### src/sv/bounded_deque_with_remove_unit_defines.svh
// Assertion macros used by the deque controller.
`ifndef BOUNDED_DEQUE_WITH_REMOVE_UNIT_DEFINES_SVH
`define BOUNDED_DEQUE_WITH_REMOVE_UNIT_DEFINES_SVH

`ifndef SYNTHESIS
// Check a property on every rising clock edge outside reset.
`define BDR_ASSERT(label, prop, msg) \
  label: assert property (@(posedge clk) disable iff (rst) prop) else $error(msg);
// Check that a condition never holds outside reset.
`define BDR_NEVER(label, cond, msg) \
  label: assert property (@(posedge clk) disable iff (rst) !(cond)) else $error(msg);
`else
`define BDR_ASSERT(label, prop, msg)
`define BDR_NEVER(label, cond, msg)
`endif

`endif

### src/sv/bdr_pkg.sv
package bdr_pkg;

  localparam int DEPTH_DEF = 256;
  localparam int DATA_W    = 32;

  // Command codes
  localparam logic [2:0] CMD_PUSH_FRONT = 3'd0;
  localparam logic [2:0] CMD_PUSH_BACK  = 3'd1;
  localparam logic [2:0] CMD_POP_FRONT  = 3'd2;
  localparam logic [2:0] CMD_POP_BACK   = 3'd3;
  localparam logic [2:0] CMD_REMOVE     = 3'd4;

  // Status codes
  localparam logic [1:0] ST_OK        = 2'd0;
  localparam logic [1:0] ST_FULL      = 2'd1;
  localparam logic [1:0] ST_EMPTY     = 2'd2;
  localparam logic [1:0] ST_NOT_FOUND = 2'd3;

  typedef enum logic [1:0] {
    S_IDLE,
    S_DRAIN,
    S_SCAN
  } ctrl_state_t;

  typedef enum logic [2:0] {
    OP_HOLD,
    OP_PUSH_FRONT,
    OP_WRITE,
    OP_CLOSE,
    OP_LOAD,
    OP_SHIFT
  } cell_op_t;

  // Broadcast from the controller to every cell
  typedef struct packed {
    cell_op_t                  op;
    logic signed [DATA_W-1:0]  value;
  } cell_ctl_t;

  // What the controller sees of the front cell
  typedef struct packed {
    logic signed [DATA_W-1:0]  data;
    logic signed [DATA_W-1:0]  line;
    logic                      match;
  } cell_view_t;

endpackage

### src/sv/bdr_ctrl.sv
`include "bounded_deque_with_remove_unit_defines.svh"

module bdr_ctrl import bdr_pkg::*; #(
  parameter int DEPTH = DEPTH_DEF
) (
  input  logic                              clk,
  input  logic                              rst,
  input  logic                              start,
  output logic                              busy,
  input  logic [2:0]                        command,
  input  logic signed [DATA_W-1:0]          value_in,
  output logic                              done,
  output logic [1:0]                        status,
  output logic signed [DATA_W-1:0]          value_out,
  output logic [$clog2(DEPTH+1)-1:0]        entry_count,
  input  cell_view_t                        head,
  output cell_ctl_t                         ctl,
  output logic [$clog2(DEPTH)-1:0]          idx
);

  localparam int IW = $clog2(DEPTH);
  localparam int CW = $clog2(DEPTH + 1);

  ctrl_state_t              state, state_next;
  logic [IW-1:0]            k, k_next;
  logic [CW-1:0]            count, count_next;
  logic signed [DATA_W-1:0] key, key_next;

  logic                     res_v;
  logic [1:0]               res_status;
  logic signed [DATA_W-1:0] res_value;
  logic                     is_full, is_empty, at_last;

  assign is_full  = (count == CW'(DEPTH));
  assign is_empty = (count == '0);
  assign at_last  = (CW'(k) == count - CW'(1));
  assign busy     = (state != S_IDLE);

  // State, position, count and done registers
  always_ff @(posedge clk) begin
    if (rst) begin
      state <= S_IDLE;
      k     <= '0;
      count <= '0;
      done  <= 1'b0;
    end else begin
      state <= state_next;
      k     <= k_next;
      count <= count_next;
      done  <= res_v;
    end
  end

  // Search key and result payload
  always_ff @(posedge clk) begin
    key <= key_next;
    if (res_v) begin
      status      <= res_status;
      value_out   <= res_value;
      entry_count <= count_next;
    end
  end

  // Next state, cell commands and result
  always_comb begin
    state_next = state;
    k_next     = k;
    count_next = count;
    key_next   = key;
    ctl.op     = OP_HOLD;
    ctl.value  = value_in;
    idx        = k;
    res_v      = 1'b0;
    res_status = ST_OK;
    res_value  = '0;
    unique case (state)
      S_IDLE: begin
        if (start) begin
          unique case (command)
            CMD_PUSH_FRONT: begin
              res_v = 1'b1;
              if (is_full) begin
                res_status = ST_FULL;
              end else begin
                ctl.op     = OP_PUSH_FRONT;
                count_next = count + CW'(1);
              end
            end
            CMD_PUSH_BACK: begin
              res_v = 1'b1;
              if (is_full) begin
                res_status = ST_FULL;
              end else begin
                ctl.op     = OP_WRITE;
                idx        = count[IW-1:0];
                count_next = count + CW'(1);
              end
            end
            CMD_POP_FRONT: begin
              res_v = 1'b1;
              if (is_empty) begin
                res_status = ST_EMPTY;
              end else begin
                ctl.op     = OP_CLOSE;
                idx        = '0;
                res_value  = head.data;
                count_next = count - CW'(1);
              end
            end
            CMD_POP_BACK: begin
              if (is_empty) begin
                res_v      = 1'b1;
                res_status = ST_EMPTY;
              end else begin
                ctl.op     = OP_LOAD;
                k_next     = '0;
                state_next = S_DRAIN;
              end
            end
            CMD_REMOVE: begin
              if (is_empty) begin
                res_v      = 1'b1;
                res_status = ST_EMPTY;
              end else begin
                ctl.op     = OP_LOAD;
                key_next   = value_in;
                k_next     = '0;
                state_next = S_SCAN;
              end
            end
            default: begin
              res_v = 1'b1;
            end
          endcase
        end
      end
      S_DRAIN: begin
        // readout line brings entry k to the front cell
        if (at_last) begin
          res_v      = 1'b1;
          res_value  = head.line;
          count_next = count - CW'(1);
          state_next = S_IDLE;
        end else begin
          ctl.op = OP_SHIFT;
          k_next = k + IW'(1);
        end
      end
      S_SCAN: begin
        ctl.value = key;
        if (head.match) begin
          ctl.op     = OP_CLOSE;
          res_v      = 1'b1;
          res_value  = key;
          count_next = count - CW'(1);
          state_next = S_IDLE;
        end else if (at_last) begin
          res_v      = 1'b1;
          res_status = ST_NOT_FOUND;
          state_next = S_IDLE;
        end else begin
          ctl.op = OP_SHIFT;
          k_next = k + IW'(1);
        end
      end
      default: begin
        state_next = S_IDLE;
      end
    endcase
  end

  `BDR_NEVER(a_count_range, count > CW'(DEPTH), "entry count above depth")
  `BDR_NEVER(a_no_result_while_busy, busy && done, "result shown while a walk runs")
  `BDR_ASSERT(a_walk_in_range, (state != S_IDLE) |-> (CW'(k) < count), "walk past held entries")
  `BDR_ASSERT(a_zero_on_fail, (done && status != ST_OK) |-> (value_out == '0), "value on failed item")
  `BDR_ASSERT(a_push_grows, (!busy && start && command == CMD_PUSH_BACK && !is_full) |=> (done && status == ST_OK && count == $past(count) + CW'(1)), "push did not grow count")

endmodule

### config.mk
export PLATFORM = sky130hd
export DESIGN_NAME = bdr_ctrl
export DESIGN_NICKNAME = d
export VERILOG_FILES = /design/src/sv/bdr_pkg.sv /design/src/sv/bdr_ctrl.sv
export VERILOG_INCLUDE_DIRS = /design/src /design/src/sv
export SDC_FILE = /design/constraint.sdc
export NUM_CORES = 1
export LEC_CHECK = 0
export ABC_AREA = 1
export BUFFER_PORTS_ARGS = -buffer_cell sky130_fd_sc_hd__buf_2
export CAP_MARGIN = 30
export CORE_ASPECT_RATIO = 1.1
export CORE_MARGIN = 2
export CORE_UTILIZATION = 40
export DETAILED_ROUTE_END_ITERATION = 6
export PLACE_DENSITY = 0.8
export SYNTH_ARGS = -nofsm -noshare
export SYNTH_HDL_FRONTEND = slang
export SYNTH_SLANG_ARGS = --single-unit
### constraint.sdc
create_clock -name clk -period 3.84 [get_ports clk]
set_clock_uncertainty 0.2 [all_clocks]
set_input_delay 0.384 -clock clk [delete_from_list [all_inputs] [get_ports clk]]
set_output_delay 0.384 -clock clk [all_outputs]
set_load 0.02 [all_outputs]
==> run metrics <==
Sum Neg Setup Slack 0 ns; async set or reset register ratio after synthesis 0%; area grow syn2layout 23.94%; final hold violations 0; fmax around 0.28 GHz; CTS tree built; DRC violations left 0; sequential area share after synthesis 45.03%; critical path endpoint category output port; Tmin final 3.549 ns; worst hold path class in2reg; num rows 46; crit-path cells inv_1, ha_1, inv_2, nor2_1, nand2_1, nor2_4, nor2_1, or2_4, nor2_4, nand3_4, nand2_1, o21ai_0, o21ai_0, inv_1, buf_2; top-count cell post-synth nand2_1; VDD IR max 0.0002734 V; max-capacitance violation count 0; Longest Clk Path Bufs 2; Setup CP Type reg2out; final net count 1066; CP Data Arrival Time between 2 and 3 ns; Synth warnings 0; synth top area cells edfxtp_1, nand2_1, dfxtp_1; total gr overflow 0; Vias between 6000 and 7000; largest net degree at the start of global routing 41; Mapped Nets about 890; die width 119.7 um; die area 15710 um^2; leak pwr 0.003220 uW; CP max FO 16; Slew @ Worst Pin a little over 0.7 ns; number of synthesized flops with an enable pin 75; vias in the first global route 6024; Synth top cells by count nand2_1, nand3_1, edfxtp_1; per-cell routed wire length between 15 and 20 um; post_cts resized 0; first-pass GRT wire length 32150 um; Most used DFF post-synth edfxtp_1; unrepaired setup endpoints after global routing false; fillcell total 1423; 1st-pass router iterations 6; final WL slightly above 20000 um; setup slack at placement approximately 0.48 ns; number of buffers inserted by hold repair at cts 0; Placer Congestion 0.9936; # Post-CTS Setup Buffers 0; Core Footprint 14390 um^2; crit path buf inv count 4; setup violators final 0; syn avg cell area ~7.5 um^2; layout cells sized above 1 26.15%; reg-to-reg slack, setup 0.53 ns; Pwr Density 523.9 nW/um^2; fin crit share 92.43%; count of input and output buffers 190; Worst path max stage delay about 0.37 ns; share of the synthesized area in the top cell type roughly two fifths; Skew-Pair Late Insertion Delay 0.35 ns; top cell family by delay on the critical path simple AND/OR/NAND/NOR gates; I/O Pins about 190; Slew Limit Fails 0; Synth cell types 37; CP max stage cell dfxtp_2; Initial Util 40.94%; final worst slack 0.2908 ns; clock-pin transition on the worst setup and hold timing paths 0.07 ns; Mapped Area a little under 6000 um^2; post-DR vias/cell 5.532; initial antenna violation count 0; Post-DP HPWL around 15000 um; post-route ant nets 0; Initial DRC Count 738; Total GRT Usage 25.82%; worst hold slack 0.01919 ns; Yosys reg bits 95; # diodes 0; crit start category flip-flop; leading area contributor after synthesis edfxtp_1; run status finished, final reports clean; post-route design area 7301 um^2; cts bufs inserted 9; dpl cell area 7028 um^2; Worst Path Required 3.26 ns; chip height 131.3 um; Post-Syn Instances 782; Design Power 3825 uW; worst rel slew slack a little over half; root buffer cell clkbuf_16; CTS sink count 95; H-tree levels 3
==> worst paths after layout <==
| check | startpoint | endpoint | cells after the start |
|---|---|---|---|
| min | value_in[29] | key[29] | 1 |
| max reg2reg | count[0] | value_out[23] | 16 |
| max | count[0] | ctl[34] | 15 |
| min reg2reg | state[0] | state[0] | 2 |
==> through the flow <==
step / cells / util, %
after floorplan: 782 / -
after global placement: 1137 / 48.84
after detailed placement: 1137 / 48.84
after CTS: 1152 / 50.73
after global routing: 1152 / 50.74
final: 1152 / 50.74
==> kinds of logic (layout without fill, tap and decap cells) <==
logic type	count (synthesis)	after routing	share of synthesized area (%)
buffers and inverters	95	273	6.967
adders and majority gates	7	7	1.487
AOI/OAI and AO/OA	135	135	13.28
xor gates and xnor gates	4	4	0.5947
and+or+nand+nor	446	446	32.65
DFF	95	95	45.03
==> worst register-to-register path, delay by kind of cell (launching register included) <==
kind	cells	cell delay [ns]
AO/OA/AOI/OAI	1	0.06
adder cells (fa/ha/maj)	1	0.28
buffers and inverters	4	0.79
flip-flops	1	0.37
AND/OR/NAND/NOR	10	1.31
==> layout make-up <==
| type | count | area (um^2) | share of cell area [%] |
|---|---|---|---|
| Multi-Input combinational cell | 592 | 2835 | 38.83 |
| Sequential cell | 95 | 2654 | 36.35 |
| Tap cell | 192 | 240.2 | 3.290 |
| Timing Repair Buffer | 205 | 1101 | 15.08 |
| Inverter | 53 | 198.9 | 2.725 |
| Clock buffer | 10 | 229.0 | 3.136 |
| Clock inverter | 5 | 42.54 | 0.5827 |
==> metal layers <==
layer  track usage (%)  wire (um)
met5                 0          0
met4             12.94        912
met3             5.122       1869
met2             40.83       9506
met1             33.55       7997
==> cell usage in the layout, fill, tap and decap left out, types with 2 or more instances in the layout <==
cell type and n:
o22ai_1 6, nand4_1 9, nor3_1 3, buf_2 190
buf_12 3, clkbuf_16 9, o32ai_1 3, a31oi_1 35
edfxtp_1 75, xor2_1 4, inv_1 45, nor2_4 5
nor2_1 48, o31ai_1 2, nor3_2 4, dfxtp_1 19
o211ai_1 10, nand2_2 4, nand2_1 283, ha_1 7
buf_4 12, or2_2 2, o21ai_1 4, inv_6 2
o21ai_0 48, nand3_1 80, inv_2 8, clkinv_4 2
nor2_2 3, a21oi_1 24
==> state kept, by name (all words and copies together), names as in the netlist <==
name         count
key             32
value_out       32
count            9
entry_count      9
k                8
state            2
status           2
done             1
==> power by group <==
group          total (uW)  internal [uW]  switching (uW)
clock                 850            443             407
combinational        1540            466            1080
sequential           1430           1320             115
Power figures use the tool's default switching activity.
