[config.mk]
export PLATFORM = sky130hd
export DESIGN_NAME = bdr_cell
export DESIGN_NICKNAME = d
export VERILOG_FILES = /design/src/sv/bounded_deque_with_remove_unit_defines.svh /design/src/sv/bdr_pkg.sv /design/src/sv/bdr_cell.sv
export SDC_FILE = /design/constraint.sdc
export NUM_CORES = 1
export LEC_CHECK = 0
export BUFFER_PORTS_ARGS = -buffer_cell sky130_fd_sc_hd__buf_2
export CAP_MARGIN = 10
export CORE_UTILIZATION = 46
export CTS_BUF_LIST = sky130_fd_sc_hd__clkbuf_8 sky130_fd_sc_hd__clkbuf_16
export CTS_CLUSTER_SIZE = 14
export DETAILED_ROUTE_END_ITERATION = 10
export PLACE_DENSITY = 0.87
export SYNTH_ARGS = -nofsm -noshare
export SYNTH_HDL_FRONTEND = slang
export SYNTH_SLANG_ARGS = --single-unit
[constraint.sdc]
create_clock -name clk -period 5.3 [get_ports clk]
set_clock_uncertainty 0.2 [all_clocks]
set_input_delay 0.265 -clock clk [delete_from_list [all_inputs] [get_ports clk]]
set_output_delay 0.265 -clock clk [all_outputs]
set_load 0.1 [all_outputs]
[src/sv/bounded_deque_with_remove_unit_defines.svh]
// Assertion macros used by the deque controller.
`ifndef BOUNDED_DEQUE_WITH_REMOVE_UNIT_DEFINES_SVH
`define BOUNDED_DEQUE_WITH_REMOVE_UNIT_DEFINES_SVH

`ifndef SYNTHESIS
// Check a property on every rising clock edge outside reset.
`define BDR_ASSERT(label, prop, msg) \
  label: assert property (@(posedge clk) disable iff (rst) prop) else $error(msg);
// Check that a condition never holds outside reset.
`define BDR_NEVER(label, cond, msg) \
  label: assert property (@(posedge clk) disable iff (rst) !(cond)) else $error(msg);
`else
`define BDR_ASSERT(label, prop, msg)
`define BDR_NEVER(label, cond, msg)
`endif

`endif

[src/sv/bdr_pkg.sv]
package bdr_pkg;

  localparam int DEPTH_DEF = 256;
  localparam int DATA_W    = 32;

  // Command codes
  localparam logic [2:0] CMD_PUSH_FRONT = 3'd0;
  localparam logic [2:0] CMD_PUSH_BACK  = 3'd1;
  localparam logic [2:0] CMD_POP_FRONT  = 3'd2;
  localparam logic [2:0] CMD_POP_BACK   = 3'd3;
  localparam logic [2:0] CMD_REMOVE     = 3'd4;

  // Status codes
  localparam logic [1:0] ST_OK        = 2'd0;
  localparam logic [1:0] ST_FULL      = 2'd1;
  localparam logic [1:0] ST_EMPTY     = 2'd2;
  localparam logic [1:0] ST_NOT_FOUND = 2'd3;

  typedef enum logic [1:0] {
    S_IDLE,
    S_DRAIN,
    S_SCAN
  } ctrl_state_t;

  typedef enum logic [2:0] {
    OP_HOLD,
    OP_PUSH_FRONT,
    OP_WRITE,
    OP_CLOSE,
    OP_LOAD,
    OP_SHIFT
  } cell_op_t;

  // Broadcast from the controller to every cell
  typedef struct packed {
    cell_op_t                  op;
    logic signed [DATA_W-1:0]  value;
  } cell_ctl_t;

  // What the controller sees of the front cell
  typedef struct packed {
    logic signed [DATA_W-1:0]  data;
    logic signed [DATA_W-1:0]  line;
    logic                      match;
  } cell_view_t;

endpackage

[src/sv/bdr_cell.sv]
module bdr_cell import bdr_pkg::*; #(
  parameter int DEPTH = DEPTH_DEF,
  parameter int IDX   = 0
) (
  input  logic                      clk,
  input  cell_ctl_t                 ctl,
  input  logic [$clog2(DEPTH)-1:0]  idx,
  input  logic signed [DATA_W-1:0]  left_data,
  input  logic signed [DATA_W-1:0]  right_data,
  input  logic signed [DATA_W-1:0]  right_line,
  input  logic                      right_match,
  output logic signed [DATA_W-1:0]  data,
  output logic signed [DATA_W-1:0]  line,
  output logic                      match
);

  localparam int IW = $clog2(DEPTH);
  localparam logic [IW-1:0] MY_IDX = IW'(IDX);

  // Entry storage plus the readout line and match line toward the front
  always_ff @(posedge clk) begin
    case (ctl.op)
      OP_PUSH_FRONT: begin
        // first cell takes the new item, the rest move one place back
        data <= (MY_IDX == '0) ? ctl.value : left_data;
      end
      OP_WRITE: begin
        if (idx == MY_IDX) begin
          data <= ctl.value;
        end
      end
      OP_CLOSE: begin
        // close the gap: cells at and after the index take their neighbor
        if (MY_IDX >= idx) begin
          data <= right_data;
        end
      end
      OP_LOAD: begin
        line  <= data;
        match <= (data == ctl.value);
      end
      OP_SHIFT: begin
        line  <= right_line;
        match <= right_match;
      end
      default: begin
      end
    endcase
  end

endmodule

==> qor.csv, run 1 <==
metric;value;unit
outcome;finished clean;
slew_violations;0;
worst_ep_arrival_time;2300;ps
tritoncts;done;
final_cell_count_no_fill;468;
power;1.34;mW
synth_compound_area_share;0.464;%
final-hold-violation-count;0;
drive_above_1_share;70.2;%
core;6790;µm²
wl_per_cell;15.8;µm
clkSinkCount;65;
regArea;1950;µm²
critPathSlowestCell;nand2_2;
clockPowerShare;32.0;%
slowest_delay;710;ps
yosysTopAreaCellShare;60.3;%
slew_headroom;25.7;%
critical-path-top-delay-family;simple AND/OR/NAND/NOR gates;
die-height;85.9;µm
cts_inserted_buffers;9;
holdWs;24.5;ps
dp_slack;2460;ps
synth_cells;188;
row_count;30;
ys_warn_count;0;
post_synth_mux_area_share;24.6;%
clk_latency;330;ps
io_pins;206;
switchingPower;0.433;mW
synth_xor_area_share;8.67;%
grt.total_usage;19.9;%
tightest_slew;1110;ps
yosys.area_share.adder;0;%
critPathLaunchType;input pin;
hpwlAfterDp;5.47;mm
synth_cell_type_count;17;
die_area;7370;µm²
synth_top_family_by_area;multiplexers;
critPathBufInv;2;
syn-num-nets;329;
clk_path_buf_depth;2;
drtIter0Drc;68;
grt_pass1_wl;10.9;mm
syn2layout_area_growth;35.8;%
synth.largest_area_cell;edfxtp_1;
vias;2284;
grt_max_degree;36;
fin_crit_sh;45.6;%
switching_share;32.2;%
fill_cells;500;
leakagePower;1.91;nW
required;5190;ps
post-cts-setup-buffers;0;
worstSetupPathType;in2reg;
netlist_area;3230;µm²
ctsHoldBuffers;0;
max_cap_viol_count;0;
path_cells;buf_2 > nor2b_4 > buf_4 > nand2_2 > nand4_1 > nor4_2 > a32o_1;
grt_pass1_vias;2313;
internal-power;0.909;mW
io_buffers;173;
setup_viol;0;
yosys.area_share.simple;4.41;%
nets;508;
fin_tns_setup;0;ps
clk_pin_slew;80;ps
pwr-share-comb;22.7;%
fin_ws;2880;ps
cts_resized;0;
start_util;47.6;%
end_kind;register;
antenna_found_initial;0;
synth_area_leaders;edfxtp_1 60%, mux2_2 15%, mux2_4 9.3%;
drt-pass1-iter-count;4;
dp.cells;452;
irDropWorstVdd;0.157;mV
wl;7.37;mm
ys_seq_elements;65;
num_antenna_cells;0;
min_path_type;in2reg;
drc_errors;0;
multi_input_area;1240;µm²
crit_fanout;35;
fmax;414;MHz
synth-seq-area-share;60.3;%
syn_avg_cell_area;17.2;µm²
p_seq_share;45.3;%
ant_nets;0;
gp_congestion;0.711;
overflow;0;
cts_root_buffer;clkbuf_8;
rsz0062_at_grt;false;
htreeDepth;3;
finalCriticalPeriod;2420;ps
via_per_inst;4.88;
die_x;85.9;µm
powerDensity;306;nW/µm²
logic make-up (layout without fill, tap and decap cells):
family          after synthesis  count (layout)
flops                        65              65
mux                          64              64
xor+xnor                     32              32
simple gates                 19              19
buf+inv                       6             190
compound gates                2               2
final timing paths:
| path | from | to | slack, ps | depth (start not counted) |
|---|---|---|---|---|
| worst max-delay path | ctl[34] | match | 2880 | 7 |
| worst min-delay path | right_line[16] | line[16] | 20 | 2 |
| worst max register to register | data[4] | match | 3400 | 5 |
| worst min register to register | data[28] | line[28] | 430 | 1 |
sequential cells by signal, indices dropped and copies added, names as in the netlist:
| register | flops |
|---|---|
| data | 32 |
| line | 32 |
| match | 1 |
power groups by stage:
| stage | Combinational [mW] | Sequential, mW | Clock [mW] |
|---|---|---|---|
| floorplan | 0.0772 | 0.769 | 0 |
| global placement | 0.301 | 0.617 | 0 |
| detailed placement | 0.306 | 0.619 | 0 |
| CTS | 0.307 | 0.607 | 0.440 |
| global route | 0.318 | 0.610 | 0.459 |
| finish | 0.304 | 0.607 | 0.430 |
cells in the mapped netlist:
cell type	n
a21oi_1	1
a32o_1	1
buf_2	3
buf_6	3
edfxtp_1	65
mux2_2	44
mux2_4	20
nand2_2	1
nand2b_1	1
nand3b_2	1
nand4_1	5
nor2_1	3
nor2b_4	1
nor4_1	4
nor4_2	3
xnor2_1	10
xor2_1	22
metrics by stage:
step,area (µm²),util [%]
2_1_floorplan,3230,-
3_3_place_gp,4190,61.7
3_5_place_dp,4190,61.7
4_1_cts,4390,64.6
5_1_grt,4390,64.6
6_report,4390,64.6
placed cells by master (no fill, tap or decap):
master      synthesis  routed
a21oi_4             0       1
a32o_1              1       1
buf_2               3     173
buf_4               0       1
bufinv_16           0       1
clkbuf_8            0       9
clkinv_2            0       1
clkinv_4            0       1
clkinvlp_4          0       1
edfxtp_1           65      65
inv_6               0       3
mux2_2             44      44
mux2_4             20      20
nand2_2             1       1
nand2b_1            1       1
nand3b_2            1       1
nand4_1             5       5
nor2_1              3       3
nor2b_4             1       1
nor4_1              4       4
nor4_2              3       3
xnor2_1            10      10
xor2_1             22      22
routing by layer:
| metal | up-vias | GRT usage (%) | wire length (µm) |
|---|---|---|---|
| met2 | 100 | 36.7 | 4070 |
| met3 | 7 | 5.58 | 418 |
| met4 | 0 | 7.88 | 76 |
| li1 | 1083 | - | - |
| met5 | - | 0 | 0 |
| met1 | 1094 | 21.7 | 2810 |
worst reg2reg max path, stage by stage (launching register included):
cell	delay, ps
edfxtp_1	430
xor2_1	170
nor4_1	420
nand4_1	190
nor4_2	190
a32o_1	160
area by class of cell:
class / instances / share of cell area [%]
clock buffer: 9 / 2.82
clock inverter: 7 / 1.77
multi-input combinational: 117 / 28.3
sequential: 65 / 44.4
tap: 96 / 2.74
timing repair buffer: 174 / 19.9
No activity file was read; power rests on OpenSTA's default activity.
==> run 2: changes to the inputs <==
--- a/config.mk
+++ b/config.mk
@@ -7,11 +7,11 @@
 export LEC_CHECK = 0
 export BUFFER_PORTS_ARGS = -buffer_cell sky130_fd_sc_hd__buf_2
 export CAP_MARGIN = 10
-export CORE_UTILIZATION = 46
+export CORE_UTILIZATION = 43
 export CTS_BUF_LIST = sky130_fd_sc_hd__clkbuf_8 sky130_fd_sc_hd__clkbuf_16
 export CTS_CLUSTER_SIZE = 14
 export DETAILED_ROUTE_END_ITERATION = 10
-export PLACE_DENSITY = 0.87
+export PLACE_DENSITY = 0.82
 export SYNTH_ARGS = -nofsm -noshare
 export SYNTH_HDL_FRONTEND = slang
 export SYNTH_SLANG_ARGS = --single-unit
==> constraint.sdc (replaced) <==
create_clock -name clk -period 2.4 [get_ports clk]
set_clock_uncertainty 0.2 [all_clocks]
set_input_delay 0.12 -clock clk [delete_from_list [all_inputs] [get_ports clk]]
set_output_delay 0.12 -clock clk [all_outputs]
set_load 0.1 [all_outputs]
==> run 2 against run 1 <==
  * Critical endpoint is now data[28]
  * Worst setup slack worse by 2600 ps
  * Routed wire length grew 23%
  * Register-to-register slack worse by 2900 ps
  * Final cell count grew 23%
  * Via count is 19% higher
  * Sequential power rose by 120%
  * Sequential share of layout area is 8.2 points lower
  * Critical path type unchanged
  * Flip-flop and latch count unchanged
  * Largest cell class unchanged
  * Combinational power increased to 2.7 times the previous value
  * Count of clock-buffer cells in the layout unchanged
  * First-iteration DRC count rose by 87%
  * Global-route usage increased by 3.2 points
==> qor.csv, run 2 (same netlist as run 1, synthesis figures left out) <==
metric;value;unit;change
final-hold-violation-count;0;;unchanged
cp.depth;5;;-2
hpwlAfterDp;5.60;mm;+2.4%
drive_above_1_share;55.8;%;-14 points
worstSetupPathType;in2reg;;
slowest_delay;560;ps;-150 ps
cts_inserted_buffers;9;;unchanged
fin_crit_sh;88.2;%;
die_x;88.7;µm;+3.4%
finalCriticalPeriod;2120;ps;
worst_ep_arrival_time;1990;ps;-310 ps
grt_pass1_wl;13.2;mm;+20%
io_buffers;173;;unchanged
holdWs;127;ps;+102 ps
vias;2716;;+19%
ctsHoldBuffers;98;;+98
top_regs;data x32, line x32, match x1;;
overflow;0;;unchanged
grt_pass1_vias;2860;;+24%
wl_per_cell;15.8;µm;+0.46%
clkSinkCount;65;;unchanged
critPathBufInv;3;;+1
final_cell_count_no_fill;574;;+23%
required;2270;ps;-2920 ps
clk_pin_slew;70;ps;about the same
critical-path-top-delay-family;buffers and inverters;;
fin_tns_setup;0;ps;unchanged
wl;9.09;mm;+23%
ant_nets;0;;unchanged
drtIter0Drc;127;;+87%
grt.total_usage;23.2;%;+3.2 points
rsz0062_at_grt;false;;
via_per_inst;4.73;;-3.0%
slew_headroom;64.2;%;+39 points
die_area;7870;µm²;+6.8%
crit_path_start;ctl[34];;
reg2reg_to;match;;
htreeDepth;3;;unchanged
max_cap_viol_count;0;;unchanged
end_kind;register;;
reg2reg_from;data[4];;
layout_commonest_cell;buf_2;;
tritoncts;done;;
regToRegSetupSlack;510;ps;-2890 ps
drt-pass1-iter-count;4;;unchanged
start_util;44.6;%;-3.0 points
layout_common_cells;173 x buf_2, 98 x dlygate4sd3_1, 65 x edfxtp_1, 44 x mux2_2, 22 x xor2_1;;
syn2layout_area_growth;66.6;%;
path_cells;buf_2 > nand3b_2 > buf_12 > mux2_2 > dlygate4sd3_1;;
antenna_found_initial;0;;unchanged
powerDensity;546;nW/µm²;+79%
leakagePower;2.33;nW;+22%
irDropWorstVdd;0.317;mV;+100%
core;7250;µm²;+6.8%
critPathLaunchType;input pin;;
fmax;473;MHz;
nets;611;;+20%
grt_max_degree;35;;-2.8%
tightest_slew;533;ps;-579 ps
outcome;finished clean;;
dp.cells;460;;+1.8%
io_pins;206;;unchanged
power;2.94;mW;+120%
min_path_type;in2reg;;
rr_worst_depth;5;;unchanged
drc_errors;0;;unchanged
clk_path_buf_depth;2;;unchanged
slew_violations;0;;unchanged
placed_cell_area;4240;µm²;+1.3%
critPathCapture;data[28];;
clk_latency;330;ps;about the same
gp_congestion;0.746;;+5.0%
post-cts-setup-buffers;0;;unchanged
die-height;88.7;µm;+3.4%
cts_resized;0;;unchanged
num_antenna_cells;0;;unchanged
cts_root_buffer;clkbuf_8;;
setup_viol;0;;unchanged
critPathSlowestCell;dlygate4sd3_1;;
crit_fanout;17;;-51%
row_count;31;;+3.3%
postLayoutCellArea;5390;µm²;+23%
run 2: cell count changes in the layout (fill, tap and decap cells not counted), sizes merged:
cell,delta
dlygate4sd3,+98
clkinvlp,+1
bufinv,-1
clkinv,+2
buf,+5
inv,-2
run 2: metrics by stage:
step	setup WS, ps	utilization, %
after floorplan	278	-
after detailed placement	500	58.5
final	284	74.3
after global placement	512	58.5
after CTS	325	74.3
after global routing	228	74.3
run 2: worst min path at each step:
stage	start	endpoint	cells after the start	slack, ps
after CTS	ctl[34]	data[31]	3	110
final	ctl[34]	data[31]	3	130
after detailed placement	right_data[0]	data[0]	2	220
after floorplan	right_line[11]	line[11]	1	140
after global placement	right_data[28]	data[28]	2	220
after global routing	ctl[34]	data[31]	3	140
run 2: area by class of cell:
class / count / area (µm²)
multi-input combinational: 117 / 1240
tap: 99 / 124
fill: 501 / 1870
timing repair buffer: 277 / 1900
sequential: 65 / 1950
clock inverter: 7 / 38.8
clock buffer: 9 / 124
run 2: power breakdown:
part	internal [mW]	switching (mW)	leakage, nW	total, mW
Sequential	1.31	0.0294	0.603	1.34
Clock	0.363	0.410	0.0860	0.773
Combinational	0.325	0.503	1.64	0.828
run 2: worst reg2reg max path, stage by stage (launching register included):
cell      delay, ps
edfxtp_1        420
xor2_1          160
nor4_1          410
nand4_1         210
nor4_2          200
a32o_1          160
run 2: per-layer routing:
| metal | vias to the layer above | GRT usage [%] | share of wire, % |
|---|---|---|---|
| met5 | - | 0 | 0 |
| met4 | 0 | 9.53 | 1.8 |
| met3 | 17 | 5.13 | 5.7 |
| met2 | 125 | 44.1 | 55 |
| met1 | 1284 | 24.6 | 37 |
| li1 | 1290 | - | - |
